==> src/rtl/core/sst_pkg.sv <==
// package for the scoped symbol table: widths, codes, entry and beat types
// no dependencies
package sst_pkg;

    localparam int MAX_SCOPES     = 256;
    localparam int MAX_SYMBOLS    = 1024;
    localparam int MAX_CANDIDATES = 1024;

    localparam int SCOPE_W = $clog2(MAX_SCOPES);
    localparam int SYM_W   = $clog2(MAX_SYMBOLS);
    localparam int CAND_W  = $clog2(MAX_CANDIDATES);
    localparam int SCNT_W  = SCOPE_W + 1;
    localparam int YCNT_W  = SYM_W + 1;
    localparam int CCNT_W  = CAND_W + 1;

    localparam logic [3:0] K_OPEN      = 4'd0;
    localparam logic [3:0] K_DECLARE   = 4'd1;
    localparam logic [3:0] K_FIND      = 4'd2;
    localparam logic [3:0] K_SET_TYPE  = 4'd3;
    localparam logic [3:0] K_SET_SUPER = 4'd4;
    localparam logic [3:0] K_OWNER     = 4'd5;
    localparam logic [3:0] K_NODE      = 4'd6;
    localparam logic [3:0] K_RD_SCOPE  = 4'd7;
    localparam logic [3:0] K_RD_SYM    = 4'd8;
    localparam logic [3:0] K_RD_CAND   = 4'd9;

    localparam logic [1:0] ST_OK    = 2'd0;
    localparam logic [1:0] ST_FULL  = 2'd1;
    localparam logic [1:0] ST_RANGE = 2'd2;

    typedef struct packed {
        logic [3:0]  kind;
        logic [7:0]  scope_index;
        logic [7:0]  parent_scope;
        logic [15:0] name_id;
        logic [7:0]  symbol_kind;
        logic [31:0] node_id;
        logic [9:0]  symbol_index;
        logic [9:0]  candidate_index;
        logic [31:0] type_value;
        logic [31:0] super_value;
    } cmd_t;

    typedef struct packed {
        logic [9:0]  result_index;
        logic [1:0]  status;
        logic [31:0] word_a;
        logic [31:0] word_b;
        logic [31:0] word_c;
        logic [31:0] word_d;
        logic [31:0] word_e;
        logic [8:0]  scope_total;
        logic [10:0] symbol_total;
        logic [10:0] candidate_total;
    } rsp_t;

    typedef struct packed {
        logic [SCOPE_W-1:0] parent;
        logic [SYM_W-1:0]   first;
        logic [31:0]        owner;
    } scope_ent_t;

    typedef struct packed {
        logic [15:0]       name;
        logic [SYM_W-1:0]  next;
        logic [CAND_W-1:0] first;
    } sym_ent_t;

    typedef struct packed {
        logic [7:0]        kind;
        logic [31:0]       node;
        logic [31:0]       typ;
        logic [31:0]       sup;
        logic [CAND_W-1:0] next;
    } cand_ent_t;

    typedef struct packed {
        logic               scope_we;
        logic [SCOPE_W-1:0] scope_waddr;
        scope_ent_t         scope_wdata;
        logic [SCOPE_W-1:0] scope_raddr;
        logic               sym_we;
        logic [SYM_W-1:0]   sym_waddr;
        sym_ent_t           sym_wdata;
        logic [SYM_W-1:0]   sym_raddr;
        logic               cand_we;
        logic [CAND_W-1:0]  cand_waddr;
        cand_ent_t          cand_wdata;
        logic [CAND_W-1:0]  cand_raddr;
    } mem_req_t;

    typedef struct packed {
        scope_ent_t scope_q;
        sym_ent_t   sym_q;
        cand_ent_t  cand_q;
    } mem_rd_t;

endpackage

==> src/rtl/core/sst_ctrl.sv <==
// sequencer for the scoped symbol table: decode, chain walks, searches, counts
// depends on sst_pkg and drives the table memories in sst_tables
module sst_ctrl (
    input  logic              clk,
    input  logic              rst_n,
    input  logic              start,
    input  sst_pkg::cmd_t     request,
    output logic              busy,
    output logic              done,
    output sst_pkg::rsp_t     response,
    output sst_pkg::mem_req_t req,
    input  sst_pkg::mem_rd_t  rd
);
    import sst_pkg::*;

    localparam logic [4:0] S_INIT0      = 5'd0;
    localparam logic [4:0] S_INIT1      = 5'd1;
    localparam logic [4:0] S_IDLE       = 5'd2;
    localparam logic [4:0] S_DECODE     = 5'd3;
    localparam logic [4:0] S_SCOPE_WAIT = 5'd4;
    localparam logic [4:0] S_LK_TEST    = 5'd5;
    localparam logic [4:0] S_LK_CHK     = 5'd6;
    localparam logic [4:0] S_LK_END     = 5'd7;
    localparam logic [4:0] S_LINK_SYM   = 5'd8;
    localparam logic [4:0] S_CAND_START = 5'd9;
    localparam logic [4:0] S_LINK_FIRST = 5'd10;
    localparam logic [4:0] S_CW_RD      = 5'd11;
    localparam logic [4:0] S_CW_CHK     = 5'd12;
    localparam logic [4:0] S_CAND_WAIT  = 5'd13;
    localparam logic [4:0] S_READ_WAIT  = 5'd14;
    localparam logic [4:0] S_OWN_RD     = 5'd15;
    localparam logic [4:0] S_OWN_CHK    = 5'd16;
    localparam logic [4:0] S_NODE_RD    = 5'd17;
    localparam logic [4:0] S_NODE_CHK   = 5'd18;

    logic [4:0]        state_reg, state_next;
    cmd_t              item_reg, item_next;
    logic [SCNT_W-1:0] scope_used_reg, scope_used_next;
    logic [YCNT_W-1:0] symbol_used_reg, symbol_used_next;
    logic [CCNT_W-1:0] cand_used_reg, cand_used_next;
    logic [SYM_W-1:0]  s_reg, s_next;
    logic [SYM_W-1:0]  prev_reg, prev_next;
    logic [CAND_W-1:0] l_reg, l_next;
    logic [CAND_W-1:0] c_reg, c_next;
    logic [CCNT_W-1:0] i_reg, i_next;
    logic              found_reg, found_next;
    scope_ent_t        scope_word_reg, scope_word_next;
    sym_ent_t          sym_word_reg, sym_word_next;
    sym_ent_t          prev_word_reg, prev_word_next;
    rsp_t              out_reg, out_next;
    logic              done_reg, done_next;

    logic        fin;
    logic [9:0]  fin_res;
    logic [1:0]  fin_st;
    logic [31:0] fin_a, fin_b, fin_c, fin_d, fin_e;

    always_comb
    begin
        state_next       = state_reg;
        item_next        = item_reg;
        scope_used_next  = scope_used_reg;
        symbol_used_next = symbol_used_reg;
        cand_used_next   = cand_used_reg;
        s_next           = s_reg;
        prev_next        = prev_reg;
        l_next           = l_reg;
        c_next           = c_reg;
        i_next           = i_reg;
        found_next       = found_reg;
        scope_word_next  = scope_word_reg;
        sym_word_next    = sym_word_reg;
        prev_word_next   = prev_word_reg;
        out_next         = out_reg;
        req              = '0;
        fin              = 1'b0;
        fin_res          = '0;
        fin_st           = ST_OK;
        fin_a            = '0;
        fin_b            = '0;
        fin_c            = '0;
        fin_d            = '0;
        fin_e            = '0;

        case (state_reg)
            S_INIT0:
            begin
                // sentinels
                req.scope_we = 1'b1;
                req.sym_we   = 1'b1;
                req.cand_we  = 1'b1;
                state_next   = S_INIT1;
            end
            S_INIT1:
            begin
                // module scope
                req.scope_we    = 1'b1;
                req.scope_waddr = SCOPE_W'(1);
                state_next      = S_IDLE;
            end
            S_IDLE:
            begin
                if (start)
                begin
                    item_next  = request;
                    state_next = S_DECODE;
                end
            end
            S_DECODE:
            begin
                case (item_reg.kind)
                    K_OPEN:
                    begin
                        fin = 1'b1;
                        if (SCNT_W'(item_reg.parent_scope) >= scope_used_reg)
                        begin
                            fin_st = ST_RANGE;
                        end
                        else if (scope_used_reg >= SCNT_W'(MAX_SCOPES))
                        begin
                            fin_st = ST_FULL;
                        end
                        else
                        begin
                            req.scope_we           = 1'b1;
                            req.scope_waddr        = scope_used_reg[SCOPE_W-1:0];
                            req.scope_wdata.parent = item_reg.parent_scope;
                            req.scope_wdata.first  = '0;
                            req.scope_wdata.owner  = item_reg.node_id;
                            fin_res         = 10'(scope_used_reg[SCOPE_W-1:0]);
                            scope_used_next = scope_used_reg + 1'b1;
                        end
                    end
                    K_DECLARE, K_FIND:
                    begin
                        if ((item_reg.kind == K_DECLARE && item_reg.scope_index == '0) ||
                            SCNT_W'(item_reg.scope_index) >= scope_used_reg)
                        begin
                            fin    = 1'b1;
                            fin_st = ST_RANGE;
                        end
                        else
                        begin
                            req.scope_raddr = item_reg.scope_index;
                            state_next      = S_SCOPE_WAIT;
                        end
                    end
                    K_SET_TYPE, K_SET_SUPER, K_RD_CAND:
                    begin
                        if ((item_reg.kind != K_RD_CAND && item_reg.candidate_index == '0) ||
                            CCNT_W'(item_reg.candidate_index) >= cand_used_reg)
                        begin
                            fin    = 1'b1;
                            fin_st = ST_RANGE;
                        end
                        else
                        begin
                            req.cand_raddr = item_reg.candidate_index;
                            state_next     = S_CAND_WAIT;
                        end
                    end
                    K_OWNER:
                    begin
                        i_next     = CCNT_W'(1);
                        state_next = S_OWN_RD;
                    end
                    K_NODE:
                    begin
                        i_next = CCNT_W'(1);
                        if (cand_used_reg > CCNT_W'(1))
                        begin
                            state_next = S_NODE_RD;
                        end
                        else
                        begin
                            fin = 1'b1;
                        end
                    end
                    K_RD_SCOPE:
                    begin
                        if (SCNT_W'(item_reg.scope_index) >= scope_used_reg)
                        begin
                            fin    = 1'b1;
                            fin_st = ST_RANGE;
                        end
                        else
                        begin
                            req.scope_raddr = item_reg.scope_index;
                            state_next      = S_READ_WAIT;
                        end
                    end
                    K_RD_SYM:
                    begin
                        if (YCNT_W'(item_reg.symbol_index) >= symbol_used_reg)
                        begin
                            fin    = 1'b1;
                            fin_st = ST_RANGE;
                        end
                        else
                        begin
                            req.sym_raddr = item_reg.symbol_index;
                            state_next    = S_READ_WAIT;
                        end
                    end
                    default:
                    begin
                        fin = 1'b1;
                    end
                endcase
            end
            S_SCOPE_WAIT:
            begin
                scope_word_next = rd.scope_q;
                s_next          = rd.scope_q.first;
                prev_next       = '0;
                found_next      = 1'b0;
                state_next      = S_LK_TEST;
            end
            S_LK_TEST:
            begin
                if (s_reg != '0 && YCNT_W'(s_reg) < symbol_used_reg)
                begin
                    req.sym_raddr = s_reg;
                    state_next    = S_LK_CHK;
                end
                else
                begin
                    state_next = S_LK_END;
                end
            end
            S_LK_CHK:
            begin
                if (rd.sym_q.name == item_reg.name_id)
                begin
                    found_next    = 1'b1;
                    sym_word_next = rd.sym_q;
                    state_next    = S_LK_END;
                end
                else
                begin
                    prev_next      = s_reg;
                    prev_word_next = rd.sym_q;
                    s_next         = rd.sym_q.next;
                    state_next     = S_LK_TEST;
                end
            end
            S_LK_END:
            begin
                if (item_reg.kind == K_FIND)
                begin
                    fin     = 1'b1;
                    fin_res = found_reg ? 10'(s_reg) : '0;
                end
                else if (cand_used_reg >= CCNT_W'(MAX_CANDIDATES) ||
                         (!found_reg && symbol_used_reg >= YCNT_W'(MAX_SYMBOLS)))
                begin
                    fin    = 1'b1;
                    fin_st = ST_FULL;
                end
                else if (!found_reg)
                begin
                    req.sym_we          = 1'b1;
                    req.sym_waddr       = symbol_used_reg[SYM_W-1:0];
                    req.sym_wdata.name  = item_reg.name_id;
                    req.sym_wdata.next  = '0;
                    req.sym_wdata.first = '0;
                    sym_word_next       = req.sym_wdata;
                    s_next              = symbol_used_reg[SYM_W-1:0];
                    symbol_used_next    = symbol_used_reg + 1'b1;
                    state_next          = S_LINK_SYM;
                end
                else
                begin
                    state_next = S_CAND_START;
                end
            end
            S_LINK_SYM:
            begin
                if (prev_reg == '0)
                begin
                    req.scope_we          = 1'b1;
                    req.scope_waddr       = item_reg.scope_index;
                    req.scope_wdata       = scope_word_reg;
                    req.scope_wdata.first = s_reg;
                end
                else
                begin
                    req.sym_we         = 1'b1;
                    req.sym_waddr      = prev_reg;
                    req.sym_wdata      = prev_word_reg;
                    req.sym_wdata.next = s_reg;
                end
                state_next = S_CAND_START;
            end
            S_CAND_START:
            begin
                req.cand_we         = 1'b1;
                req.cand_waddr      = cand_used_reg[CAND_W-1:0];
                req.cand_wdata.kind = item_reg.symbol_kind;
                req.cand_wdata.node = item_reg.node_id;
                req.cand_wdata.typ  = '0;
                req.cand_wdata.sup  = '0;
                req.cand_wdata.next = '0;
                c_next              = cand_used_reg[CAND_W-1:0];
                cand_used_next      = cand_used_reg + 1'b1;
                l_next              = sym_word_reg.first;
                state_next          = (sym_word_reg.first == '0) ? S_LINK_FIRST : S_CW_RD;
            end
            S_LINK_FIRST:
            begin
                req.sym_we          = 1'b1;
                req.sym_waddr       = s_reg;
                req.sym_wdata       = sym_word_reg;
                req.sym_wdata.first = c_reg;
                fin                 = 1'b1;
                fin_res             = 10'(s_reg);
            end
            S_CW_RD:
            begin
                req.cand_raddr = l_reg;
                state_next     = S_CW_CHK;
            end
            S_CW_CHK:
            begin
                if (rd.cand_q.next != '0)
                begin
                    l_next     = rd.cand_q.next;
                    state_next = S_CW_RD;
                end
                else
                begin
                    req.cand_we         = 1'b1;
                    req.cand_waddr      = l_reg;
                    req.cand_wdata      = rd.cand_q;
                    req.cand_wdata.next = c_reg;
                    fin                 = 1'b1;
                    fin_res             = 10'(s_reg);
                end
            end
            S_CAND_WAIT:
            begin
                fin     = 1'b1;
                fin_res = 10'(item_reg.candidate_index);
                if (item_reg.kind == K_RD_CAND)
                begin
                    fin_a = 32'(rd.cand_q.kind);
                    fin_b = rd.cand_q.node;
                    fin_c = rd.cand_q.typ;
                    fin_d = rd.cand_q.sup;
                    fin_e = 32'(rd.cand_q.next);
                end
                else
                begin
                    req.cand_we    = 1'b1;
                    req.cand_waddr = item_reg.candidate_index;
                    req.cand_wdata = rd.cand_q;
                    if (item_reg.kind == K_SET_TYPE)
                    begin
                        req.cand_wdata.typ = item_reg.type_value;
                    end
                    else
                    begin
                        req.cand_wdata.sup = item_reg.super_value;
                    end
                end
            end
            S_READ_WAIT:
            begin
                fin = 1'b1;
                if (item_reg.kind == K_RD_SCOPE)
                begin
                    fin_res = 10'(item_reg.scope_index);
                    fin_a   = 32'(rd.scope_q.parent);
                    fin_b   = 32'(rd.scope_q.first);
                    fin_c   = rd.scope_q.owner;
                end
                else
                begin
                    fin_res = 10'(item_reg.symbol_index);
                    fin_a   = 32'(rd.sym_q.name);
                    fin_b   = 32'(rd.sym_q.next);
                    fin_c   = 32'(rd.sym_q.first);
                end
            end
            S_OWN_RD:
            begin
                req.scope_raddr = i_reg[SCOPE_W-1:0];
                state_next      = S_OWN_CHK;
            end
            S_OWN_CHK:
            begin
                if (rd.scope_q.owner == item_reg.node_id)
                begin
                    fin     = 1'b1;
                    fin_res = 10'(i_reg[SCOPE_W-1:0]);
                end
                else if (i_reg + 1'b1 < CCNT_W'(scope_used_reg))
                begin
                    i_next     = i_reg + 1'b1;
                    state_next = S_OWN_RD;
                end
                else
                begin
                    fin = 1'b1;
                end
            end
            S_NODE_RD:
            begin
                req.cand_raddr = i_reg[CAND_W-1:0];
                state_next     = S_NODE_CHK;
            end
            S_NODE_CHK:
            begin
                if (rd.cand_q.node == item_reg.node_id)
                begin
                    fin     = 1'b1;
                    fin_res = 10'(i_reg[CAND_W-1:0]);
                end
                else if (i_reg + 1'b1 < cand_used_reg)
                begin
                    i_next     = i_reg + 1'b1;
                    state_next = S_NODE_RD;
                end
                else
                begin
                    fin = 1'b1;
                end
            end
            default:
            begin
                state_next = S_IDLE;
            end
        endcase

        done_next = fin;
        if (fin)
        begin
            state_next               = S_IDLE;
            out_next.result_index    = fin_res;
            out_next.status          = fin_st;
            out_next.word_a          = fin_a;
            out_next.word_b          = fin_b;
            out_next.word_c          = fin_c;
            out_next.word_d          = fin_d;
            out_next.word_e          = fin_e;
            out_next.scope_total     = 9'(scope_used_next);
            out_next.symbol_total    = 11'(symbol_used_next);
            out_next.candidate_total = 11'(cand_used_next);
        end
    end

    always_ff @(posedge clk or negedge rst_n)
    begin
        if (!rst_n)
        begin
            state_reg       <= S_INIT0;
            scope_used_reg  <= SCNT_W'(2);
            symbol_used_reg <= YCNT_W'(1);
            cand_used_reg   <= CCNT_W'(1);
            done_reg        <= 1'b0;
        end
        else
        begin
            state_reg       <= state_next;
            scope_used_reg  <= scope_used_next;
            symbol_used_reg <= symbol_used_next;
            cand_used_reg   <= cand_used_next;
            done_reg        <= done_next;
        end
    end

    always_ff @(posedge clk)
    begin
        item_reg       <= item_next;
        s_reg          <= s_next;
        prev_reg       <= prev_next;
        l_reg          <= l_next;
        c_reg          <= c_next;
        i_reg          <= i_next;
        found_reg      <= found_next;
        scope_word_reg <= scope_word_next;
        sym_word_reg   <= sym_word_next;
        prev_word_reg  <= prev_word_next;
        out_reg        <= out_next;
    end

    assign busy     = (state_reg != S_IDLE);
    assign done     = done_reg;
    assign response = out_reg;

    a_done_after_work: assert property (@(posedge clk) disable iff (!rst_n)
        done_reg |-> $past(state_reg) != S_IDLE)
        else $error("result beat without an operation in flight");
    a_counts_bounded: assert property (@(posedge clk) disable iff (!rst_n)
        scope_used_reg <= SCNT_W'(MAX_SCOPES) && symbol_used_reg <= YCNT_W'(MAX_SYMBOLS) &&
        cand_used_reg <= CCNT_W'(MAX_CANDIDATES))
        else $error("table count beyond capacity");
    a_idle_no_write: assert property (@(posedge clk) disable iff (!rst_n)
        state_reg == S_IDLE |-> !req.scope_we && !req.sym_we && !req.cand_we)
        else $error("table write while idle");
    a_start_taken: assert property (@(posedge clk) disable iff (!rst_n)
        start && state_reg == S_IDLE |=> state_reg == S_DECODE)
        else $error("accepted command not decoded");

endmodule

==> config.mk <==
export PLATFORM = sky130hd
export DESIGN_NAME = sst_ctrl
export DESIGN_NICKNAME = d
export VERILOG_FILES = /design/src/rtl/core/sst_pkg.sv /design/src/rtl/core/sst_ctrl.sv
export SDC_FILE = /design/constraint.sdc
export NUM_CORES = 1
export LEC_CHECK = 0
export ABC_AREA = 0
export BUFFER_PORTS_ARGS = -buffer_cell sky130_fd_sc_hd__buf_2
export CAP_MARGIN = 20
export CORE_AREA = 2 2 319 321
export CTS_CLUSTER_DIAMETER = 30
export DETAILED_ROUTE_END_ITERATION = 12
export DIE_AREA = 0 0 321 323
export GPL_TIMING_DRIVEN = 0
export SLEW_MARGIN = 30
export SYNTH_ARGS = -nofsm -noshare
export SYNTH_HDL_FRONTEND = slang
export SYNTH_SLANG_ARGS = --single-unit
==> constraint.sdc <==
create_clock -name clk -period 9.06 [get_ports clk]
set_input_delay 0 -clock clk [delete_from_list [all_inputs] [get_ports clk]]
set_output_delay 0 -clock clk [all_outputs]
set_load 0.005 [all_outputs]
-- Word-level counts from Yosys, hierarchy flattened
Cells that the tools add are included.
- memories: 0
- RAM bits: 0
- latch bits: 0
- ROM bits: 0
- input port bits: 363
- output and inout bits: 464
- logic and storage cells: 275
- flip-flop bits (word level): 554
- shifts and indexed selects: 0
- muxes and demuxes: 124
- equal/unequal tests: 58
- magnitude comparators: 11
- add/sub/neg operators: 4
- reduce and logical (&&, ||, !) cells: 38
- multipliers: 0
- div/mod/pow operators: 0
- bitwise operators: 1
- operator list (operator ; number):
    124-bit case mux with 3 select lines ; 1
    125-bit two-way mux ; 2
    59-bit two-way mux ; 4
    47-bit two-way mux ; 4
    10-bit two-way mux ; 17
    32-bit two-way mux ; 5
    36-bit two-way mux ; 4
    46-bit case mux with 3 select lines ; 1
    32-bit case mux with 2 select lines ; 2
    11-bit two-way mux ; 10
    50-bit case mux with 2 select lines ; 1
    10-bit case mux with 8 select lines ; 1
    5-bit case mux with 16 select lines ; 1
    36-bit case mux with 2 select lines ; 1
    5-bit two-way mux ; 14
    32-bit == test ; 2
    10-bit case mux with 2 select lines ; 3
    10-bit case mux with 3 select lines ; 2
    8-bit two-way mux ; 7
    5-bit by 4-bit == test with 1-bit output (second input constant) ; 8
    9-bit two-way mux ; 4
    11-bit by 1-bit adder with 11-bit output (second input constant) ; 3
    11-bit case mux with 3 select lines ; 1
    16-bit case mux with 2 select lines ; 1
    52 further kinds ; 137

-- Longest topological paths before layout
Gate-level depths: netlist of the first run.
- depth after elaboration: 8
- mapped depth: 13
- mapped depth without buffers: 13

-- Worst setup path before layout of the first run
Ideal clock, no wire load.
- kind: flip-flop to flip-flop
- start point: register scope_used_reg[2]
- end point: register done_reg, in the netlist done
- library setup time: 591 ps
- clock period less this slack: 6880 ps
- arrival time: 6290 ps
- cell stages (with the launch flop): 10
- required time: 8469 ps
- path buffers: 1
- setup slack: 2180 ps
- cells stage by stage: dfrtp_1 clkbuf_1 inv_1 ha_1 nand2_1 o21ai_0 a21oi_1 a2111oi_0 nor4_1 o211ai_2
- cells in the longest elaborated chain, start to end: 5
- elaborated cells on any way between the ends: 9
- classes of those cells: order compare (2); mux (6); reduce/logical (1)
- RTL lines (what ; RTL line ; text):
    from (decl) ; sst_ctrl.sv:38 ; logic [SCNT_W-1:0] scope_used_reg, scope_used_next;
    from (signal assigned) ; sst_ctrl.sv:465 ; scope_used_reg <= scope_used_next;
    8-bit by 9-bit greater-or-equal comparator with 1-bit output ; sst_ctrl.sv:137, sst_ctrl.sv:181 ;
    1-bit logical OR ; sst_ctrl.sv:136 ; if ((item_reg.kind == K_DECLARE && item_reg.scope_index == '0) ||
    1-bit two-way mux ; sst_ctrl.sv:136 ;
    1-bit case mux with 6 select lines ; sst_ctrl.sv:111 ; case (item_reg.kind)
    1-bit case mux with 6 select lines (*) ; sst_ctrl.sv:85 ; case (state_reg)
    named net done_next ; sst_ctrl.sv:51 ; logic done_reg, done_next;
    to (signal assigned) ; sst_ctrl.sv:468 ; done_reg <= done_next;
    to (decl) ; sst_ctrl.sv:51 ;
The timed path passes the listed nets; every way through them passes the cells marked *.
A chain may end at the register's enable or synchronous reset.

-- Worst setup path after layout of the first run
- start point: register i_reg[0]
- end point: register out_reg (netlist bit response[149]), enable pin
- cells in the longest elaborated chain, start to end: 5
- elaborated cells on any way between the ends: 8
- classes of those cells: add/sub (1); order compare (2); mux (5)
- RTL lines (what ; RTL line ; text):
    from (decl) ; sst_ctrl.sv:45 ; logic [CCNT_W-1:0] i_reg, i_next;
    from (signal assigned) ; sst_ctrl.sv:479 ; i_reg <= i_next;
    11-bit by 1-bit adder with 11-bit output (*) ; sst_ctrl.sv:397, sst_ctrl.sv:419 ;
    11-bit < comparator or 11-bit by 9-bit < comparator with 1-bit output (tied branches) ; sst_ctrl.sv:419, sst_ctrl.sv:397 ;
    1-bit two-way mux, on equally long branches ; sst_ctrl.sv:419, sst_ctrl.sv:397 ;
    1-bit two-way mux, on equally long branches ; sst_ctrl.sv:414, sst_ctrl.sv:392 ;
    1-bit case mux with 6 select lines (*) ; sst_ctrl.sv:85 ;
    named net done_next ; sst_ctrl.sv:51 ;
    to (signal assigned) ; sst_ctrl.sv:484 ; out_reg <= out_next;
    to (decl) ; sst_ctrl.sv:50 ; rsp_t out_reg, out_next;
Marks and branches as above.

==> summary.md, run 1 <==
| Metric | Value |
|---|---|
| Synth-to-Final Area Change | 66.2% |
| Filler Cells Inserted | 9326 |
| First-pass GRT wire length | 184000 microns |
| Routed wire per std cell | 28.4 microns |
| Critical Path Start Type | flip-flop |
| Main combinational cell family by area after synthesis | compound AO/OA/AOI/OAI gates |
| CTS tree | built |
| Area after DPL | 0.0312 sq mm |
| Vias per cell | 5.17 |
| Max Root-Sink Buffers | 3 |
| DRT Wirelength | 138000 microns |
| Status | complete, no violations |
| Leading cell type by number of instances after synthesis | edfxtp_1 |
| Pwr/cell area | 267 mW/mm^2 |
| Reg clk slew, reported paths | 40 ps |
| Placement Setup Slack | 4220 ps |
| CTS resizes | 0 |
| DP Cell Count | 4051 |
| Worst Skew | 29.8 ps |
| Post-Layout Inst Area | 0.0415 sq mm |
| GPL Wtd Cong | 0.945 |
| Complex-gate fraction of the synthesized area | 14.8% |
| Post-synth top flop | edfxtp_1 |
| Vias in the first global route | 24500 |
| Maximum VDD drop | 0.219 mV |
| FMAX | 206 MHz |
| Distinct cells, synth | 76 |
| CTS Sinks | 516 |
| Slew Viols, Final | 0 |
| Number of buffers created by CTS | 142 |
| Synth Instances | 1886 |
| Area leader, netlist | edfxtp_1 |
| Post-Synth Simple-Gate Area | 9.60% |
| Post-synth ARST share | 7.17% |
| NumNets Final | 3858 |
| Warnings, synthesis | 0 |
| Worst EP required | 9480 ps |
| EDFF count, synth | 479 |
| Post-synthesis mux area share | 1.98% |
| Hold Crit Class | primary input to flip-flop |
| Die height | 323 microns |
| GR Overflow Total | 0 |
| Synth top cells by count | 479 x edfxtp_1, 226 x a22o_1, 99 x inv_1 |
| Initial Util | 24.8% |
| Final ANT Viol Nets | 0 |
| Critical Path AT | 5280 ps |
| Slew HR | 35.3% |
| RSZ-0062 raised after global routing | no |
| Core ar. | 0.101 sq mm |
| Final hold violations | 0 |
| Share of the synthesized area in the top cell type | 57.6% |
| Crit Path Class | flip-flop to flip-flop |
| Xor/xnor share of the synthesized area | 3.97% |
| Die extent in x | 321 microns |
| Non-Filler Instances | 4855 |
| FF+latch count, synth | 516 |
| Share of layout cells above drive strength 1 | 33.6% |
| CP max FO | 18 |
| Total GRT Usage | 25.4% |
| Final Critical Period | 4860 ps |
| Seq/Total Area, Yosys | 61.4% |
| I/O pins | 827 |
| Total Power | 11.1 mW |
| CTS Hold Bufs | 535 |
| Final setup TNS | 0 ps |
| CTS Root Cell | clkbuf_16 |
| Synthesized area | 0.0250 sq mm |
| Clk Latency, worst-skew pair | 730 ps |
| Max_cap viols | 0 |
| FP Rows | 117 |
| Final worst-path cycle share | 53.6% |
| Setup Viol. Count Final | 0 |
| Core Util, Final | 41.2% |
| Remaining design rule violation count | 0 |
| Initial DRC count | 2812 |
| Detailed placement HPWL | 102000 microns |
| Die Footprint | 0.104 sq mm |
| 1st-pass router iterations | 10 |
| Port Buffer Count | 788 |
| Area contributors post-synth | edfxtp_1 58%, a22o_1 7.9%, ha_1 3.7%, dfrtp_1 3.4%, a222oi_1 2.4% |
| Setup crit end kind | flip-flop |
| Fin Hold WS | 37.4 ps |
| Post-CTS Setup Bufs | 0 |
| Initial antenna violation count | 23 |
| H-tree Lvls | 4 |
| Mean Syn Cell Area | 13.2 sq um |
| Vias after detailed routing | 25100 |
| Largest net degree at the start of global routing | 44 |
| Max reg flops | 165 |
| Reg2Reg Setup Slack | 4200 ps |
| Final WS setup | 4200 ps |
| Post-Synth Adder-Cell Area | 3.66% |
| Tightest Pin Transition | 970 ps |
| Leakage | 17.8 nW |
-- layout make-up --
cell class	instances	area (sq um)	area share [%]
flip-flops and latches	516	15300	36.9
repair buffers	1355	9780	23.6
multi-input cells	1150	8680	20.9
clock buffers	158	3630	8.76
well taps	1309	1640	3.95
clock inverters	105	1250	3.01
plain buffers	158	795	1.92
inverters	99	372	0.896
diodes	5	12.5	0.0302
-- routing by layer --
| layer | GRT usage [%] | wire, microns | vias up | part of all wire (%) |
|---|---|---|---|---|
| met5 | 0 | 141 | - | 0.10 |
| met1 | 30.7 | 52100 | 12300 | 38 |
| li1 | - | - | 10500 | - |
| met4 | 13.0 | 7860 | 20 | 5.7 |
| met3 | 7.84 | 14000 | 466 | 10 |
| met2 | 40.7 | 63700 | 1828 | 46 |
-- power breakdown --
group | internal (mW) | leakage, nW | total [mW] | switching (mW)
logic | 0.925 | 10.6 | 2.33 | 1.41
clock network | 3.45 | 2.35 | 5.13 | 1.68
registers | 3.28 | 4.94 | 3.62 | 0.345
total | 7.66 | 17.8 | 11.1 | 3.43
-- critical path, stage by stage, from the launching register on --
cell,delay [ps]
edfxtp_1,360
clkbuf_1,410
and4_1,350
nand2_1,90
xnor2_1,380
ha_1,200
nand4_1,90
a211oi_1,220
o221ai_1,180
a221oi_1,770
a211oi_2,220
o211ai_4,270
buf_8,250
buf_8,220
buf_16,190
buf_16,170
buf_16,160
-- cells by family (layout without fill, tap and decap cells) --
| group | after synthesis | after routing |
|---|---|---|
| compound gates | 449 | 449 |
| xor+xnor | 113 | 113 |
| fa+ha+maj | 73 | 73 |
| buf+inv | 257 | 1875 |
| flops | 516 | 516 |
| mux | 46 | 46 |
| other cells | 1 | 43 |
| simple gates | 431 | 431 |
-- layout by cell type (no fill, tap or decap), types with 23 or more instances in the layout --
| master | Yosys | routed |
|---|---|---|
| and3_1 | 78 | 77 |
| edfxtp_1 | 479 | 479 |
| xor2_1 | 54 | 54 |
| nand2_1 | 77 | 77 |
| clkbuf_16 | 0 | 143 |
| a22o_1 | 226 | 226 |
| buf_2 | 31 | 819 |
| clkbuf_1 | 76 | 83 |
| ha_1 | 73 | 73 |
| and2_1 | 49 | 49 |
| mux2_2 | 27 | 27 |
| xnor2_1 | 59 | 59 |
| clkinv_2 | 0 | 24 |
| conb_1 | 1 | 38 |
| nand4_1 | 27 | 27 |
| dfrtp_1 | 34 | 34 |
| inv_1 | 99 | 99 |
| o21ai_0 | 34 | 34 |
| nand3_1 | 23 | 23 |
| dlygate4sd3_1 | 0 | 535 |
| buf_4 | 40 | 55 |
| a222oi_1 | 60 | 60 |
| nor4_1 | 33 | 32 |
| a21oi_1 | 45 | 45 |
| nor2_1 | 62 | 62 |
-- final timing paths --
kind                                            startpoint                           end  cells past startpoint
worst min register to register  cand_used_reg[6]$_DFF_PN0_            c_reg[6]$_DFFE_PP_                      0
worst max register to register      i_reg[0]$_SDFFCE_PN1P_       response[149]$_DFFE_PP_                     16
worst min-delay path                           request[72]        item_reg[72]$_DFFE_PP_                      2
worst max-delay path                i_reg[0]$_SDFFCE_PN1P_       response[149]$_DFFE_PP_                     16
max in group asynchronous                            rst_n    cand_used_reg[7]$_DFF_PN0_                      4
min in group asynchronous                            rst_n  symbol_used_reg[0]$_DFF_PN1_                      3
Power figures use the tool's default switching activity.
==> run 2, diff against run 1 <==
--- a/config.mk
+++ b/config.mk
@@ -5,13 +5,13 @@
 export SDC_FILE = /design/constraint.sdc
 export NUM_CORES = 1
 export LEC_CHECK = 0
-export ABC_AREA = 0
+export ABC_AREA = 1
 export BUFFER_PORTS_ARGS = -buffer_cell sky130_fd_sc_hd__buf_2
 export CAP_MARGIN = 20
-export CORE_AREA = 2 2 319 321
+export CORE_AREA = 2 2 320 322
 export CTS_CLUSTER_DIAMETER = 30
 export DETAILED_ROUTE_END_ITERATION = 12
-export DIE_AREA = 0 0 321 323
+export DIE_AREA = 0 0 322 324
 export GPL_TIMING_DRIVEN = 0
 export SLEW_MARGIN = 30
 export SYNTH_ARGS = -nofsm -noshare
==> constraint.sdc (replaced) <==
create_clock -name clk -period 4.6 [get_ports clk]
set_input_delay 0 -clock clk [delete_from_list [all_inputs] [get_ports clk]]
set_output_delay 0 -clock clk [all_outputs]
set_load 0.005 [all_outputs]
==> run 2 against run 1 <==
First-iteration DRC count up 9.5%. Routed wire length up 15%. Via count up 13%. Sequential power up 96%. Clock skew up 15 ps. Combinational power up 97%. Synthesized cell count up 45%. Hold slack worse by 13 ps. Die area up 0.62%. Global-route usage up 3.9 points.
==> summary.md, run 2 <==
| Metric | Value |
|---|---|
| Status | complete, no violations |
| Routed wire per std cell | 27.7 microns |
| Placement Setup Slack | 316 ps |
| Die height | 324 microns |
| Detailed placement HPWL | 123000 microns |
| DP Cell Count | 4882 |
| Worst r2r src | i_reg[0]$_SDFFCE_PN1P_ |
| CTS tree | built |
| FMAX | 234 MHz |
| Setup Viol. Count Final | 0 |
| Remaining design rule violation count | 0 |
| Final setup TNS | 0 ps |
| Tightest Pin Transition | 1020 ps |
| Synth-to-Final Area Change | 61.2% |
| Post-synth top flop | edfxtp_1 |
| Final WS setup | 318 ps |
| Vias in the first global route | 27900 |
| Number of buffers created by CTS | 149 |
| Total GRT Usage | 29.3% |
| Max reg flops | 165 |
| Die Footprint | 0.104 sq mm |
| Non-Filler Instances | 5690 |
| FF+latch count, synth | 516 |
| Worst Skew | 45.1 ps |
| Psw | 7.03 mW |
| Distinct cells, synth | 57 |
| Final Critical Period | 4280 ps |
| Leakage | 19.1 nW |
| Max Root-Sink Buffers | 3 |
| EDFF count, synth | 479 |
| Hold Crit Class | primary input to flip-flop |
| Worst EP required | 5070 ps |
| Maximum VDD drop | 0.338 mV |
| First-pass GRT wire length | 211000 microns |
| Seq/Total Area, Yosys | 57.2% |
| Slew HR | 32.3% |
| Pwr/cell area | 508 mW/mm^2 |
| Area leader, netlist | edfxtp_1 |
| Final hold violations | 0 |
| Vias per cell | 4.99 |
| Clock power share | 46.6% |
| Hold Crit Depth | 2 |
| Synthesized area | 0.0268 sq mm |
| Reg clk slew, reported paths | 40 ps |
| Largest net degree at the start of global routing | 41 |
| Critical Path AT | 4760 ps |
| Final worst-path cycle share | 93.1% |
| Clk Latency, worst-skew pair | 760 ps |
| Core ar. | 0.101 sq mm |
| Warnings, synthesis | 0 |
| Setup crit end kind | flip-flop |
| Initial DRC count | 3080 |
| Internal Power | 14.9 mW |
| Initial Util | 26.5% |
| Hold_sp | rd[174] |
| Mean Syn Cell Area | 9.80 sq um |
| Slew Viols, Final | 0 |
| Initial antenna violation count | 48 |
| NumNets Final | 4668 |
| GPL Wtd Cong | 1.06 |
| FP Rows | 117 |
| Final ANT Viol Nets | 0 |
| Synth top cells by count | 597 x nand2_1, 479 x edfxtp_1, 350 x inv_1 |
| CTS Sinks | 516 |
| Commonest non-fill, non-tap cell in the layout | buf_2 |
| GR Overflow Total | 0 |
| Sw frac | 32.0% |
| Leading cell type by number of instances after synthesis | nand2_1 |
| Share of layout cells above drive strength 1 | 28.5% |
| Flop pwr share | 32.4% |
| Worst-case reg-to-reg path depth | 17 |
| Logic pwr share | 21.0% |
| Crit Path Class | flip-flop to flip-flop |
| Area contributors post-synth | edfxtp_1 54%, nand2_1 8.4%, inv_1 4.9%, nor2_1 3.8%, ha_1 3.4% |
| RSZ-0062 raised after global routing | no |
| Max_cap viols | 0 |
| Port Buffer Count | 788 |
| 1st-pass router iterations | 6 |
| I/O pins | 827 |
| Vias after detailed routing | 28400 |
| Post-CTS Setup Bufs | 0 |
| Critical Path Start Type | flip-flop |
| Most frequent cells in the layout | 820 x buf_2, 597 x nand2_1, 507 x dlygate4sd3_1 |
| CP max FO | 40 |
| CTS Root Cell | clkbuf_16 |
| Die extent in x | 322 microns |
| DRT Wirelength | 158000 microns |
| Fin Hold WS | 24.7 ps |
| H-tree Lvls | 4 |
| Share of the synthesized area in the top cell type | 53.7% |
| Post-synth ARST share | 7.17% |
| Critical Path Source | i_reg[0]$_SDFFCE_PN1P_ |
| Synth Instances | 2730 |
[run 2: cell types whose count changed after synthesis, moves of 100 or more]
cell,delta
nand2_1,+520
a22o_1,-218
nand3_1,+120
inv_1,+251
nor2_1,+206
o21ai_0,+100
[run 2: area by class of cell]
class                           count  area, sq um
Fill cell                        9699        57900
Inverter                          370         1390
Multi-Input combinational cell   1751         9490
Timing Repair Buffer             1314         9480
Clock inverter                    103         1150
Tap cell                         1309         1640
Clock buffer                      171         3840
Antenna cell                       26         65.1
Buffer                            130          766
Sequential cell                   516        15300
[run 2: worst max-delay path, cell delays in order (launching register included)]
cell and delay, ps:
edfxtp_1 560, ha_1 250, nand3_1 150, nor2_2 220, nand2_1 90, xor2_1 310
ha_1 320, a21oi_1 140, nor2_1 50, nor3_1 220, nand3_1 160, nand2_1 80
nand2_1 110, nor2_1 240, nand3_4 320, buf_12 290, buf_12 190, buf_12 220
[run 2: metrics by stage]
stage,util [%],cell area [sq um],power [mW]
CTS,42.6,43100,21.9
global placement,32.2,32500,11.1
detailed placement,32.6,33000,11.3
floorplan,-,26900,8.84
global route,42.7,43100,22.7
finish,42.7,43100,21.9
[run 2: layer usage]
metal / track usage, % / up-vias / share of wire, %
met2: 47.9 / 1758 / 47
li1: - / 12400 / -
met5: 0 / - / 0.17
met4: 16.2 / 40 / 6.0
met1: 33.6 / 13700 / 37
met3: 10.1 / 464 / 10
[run 2: final timing paths]
check,slack (ps),end
max in group asynchronous,3840,done$_DFF_PN0_
min reg2reg,450,c_reg[9]$_DFFE_PP_
min,20,scope_word_reg[24]$_DFFE_PP_
max reg2reg,320,response[76]$_SDFFCE_PN0P_
max,320,response[76]$_SDFFCE_PN0P_
min in group asynchronous,440,scope_used_reg[1]$_DFF_PN1_
[run 2: logic make-up after synthesis]
family / count (synthesis) / synth area share, %
simple gates: 1117 / 17.7
flops: 516 / 57.2
buf+inv: 500 / 8.04
compound gates: 433 / 10.6
xor+xnor: 90 / 2.95
fa+ha+maj: 73 / 3.41
other cells: 1 / 0.0140
[run 2: power by group through the flow]
stage | logic (mW) | clock network [mW] | registers (mW)
global route | 4.93 | 10.6 | 7.16
global placement | 3.82 | 0 | 7.30
CTS | 4.55 | 10.3 | 7.08
finish | 4.60 | 10.2 | 7.11
floorplan | 1.84 | 0 | 7.00
detailed placement | 4.16 | 0 | 7.14
[run 2: timing repair]
action / 4_1_cts / 5_1_grt
setup endpoints to repair: 0 / 40
resized for setup: 0 / 1
endpoints found under the hold margin: 482 / 0
hold buffers: 508 / 0
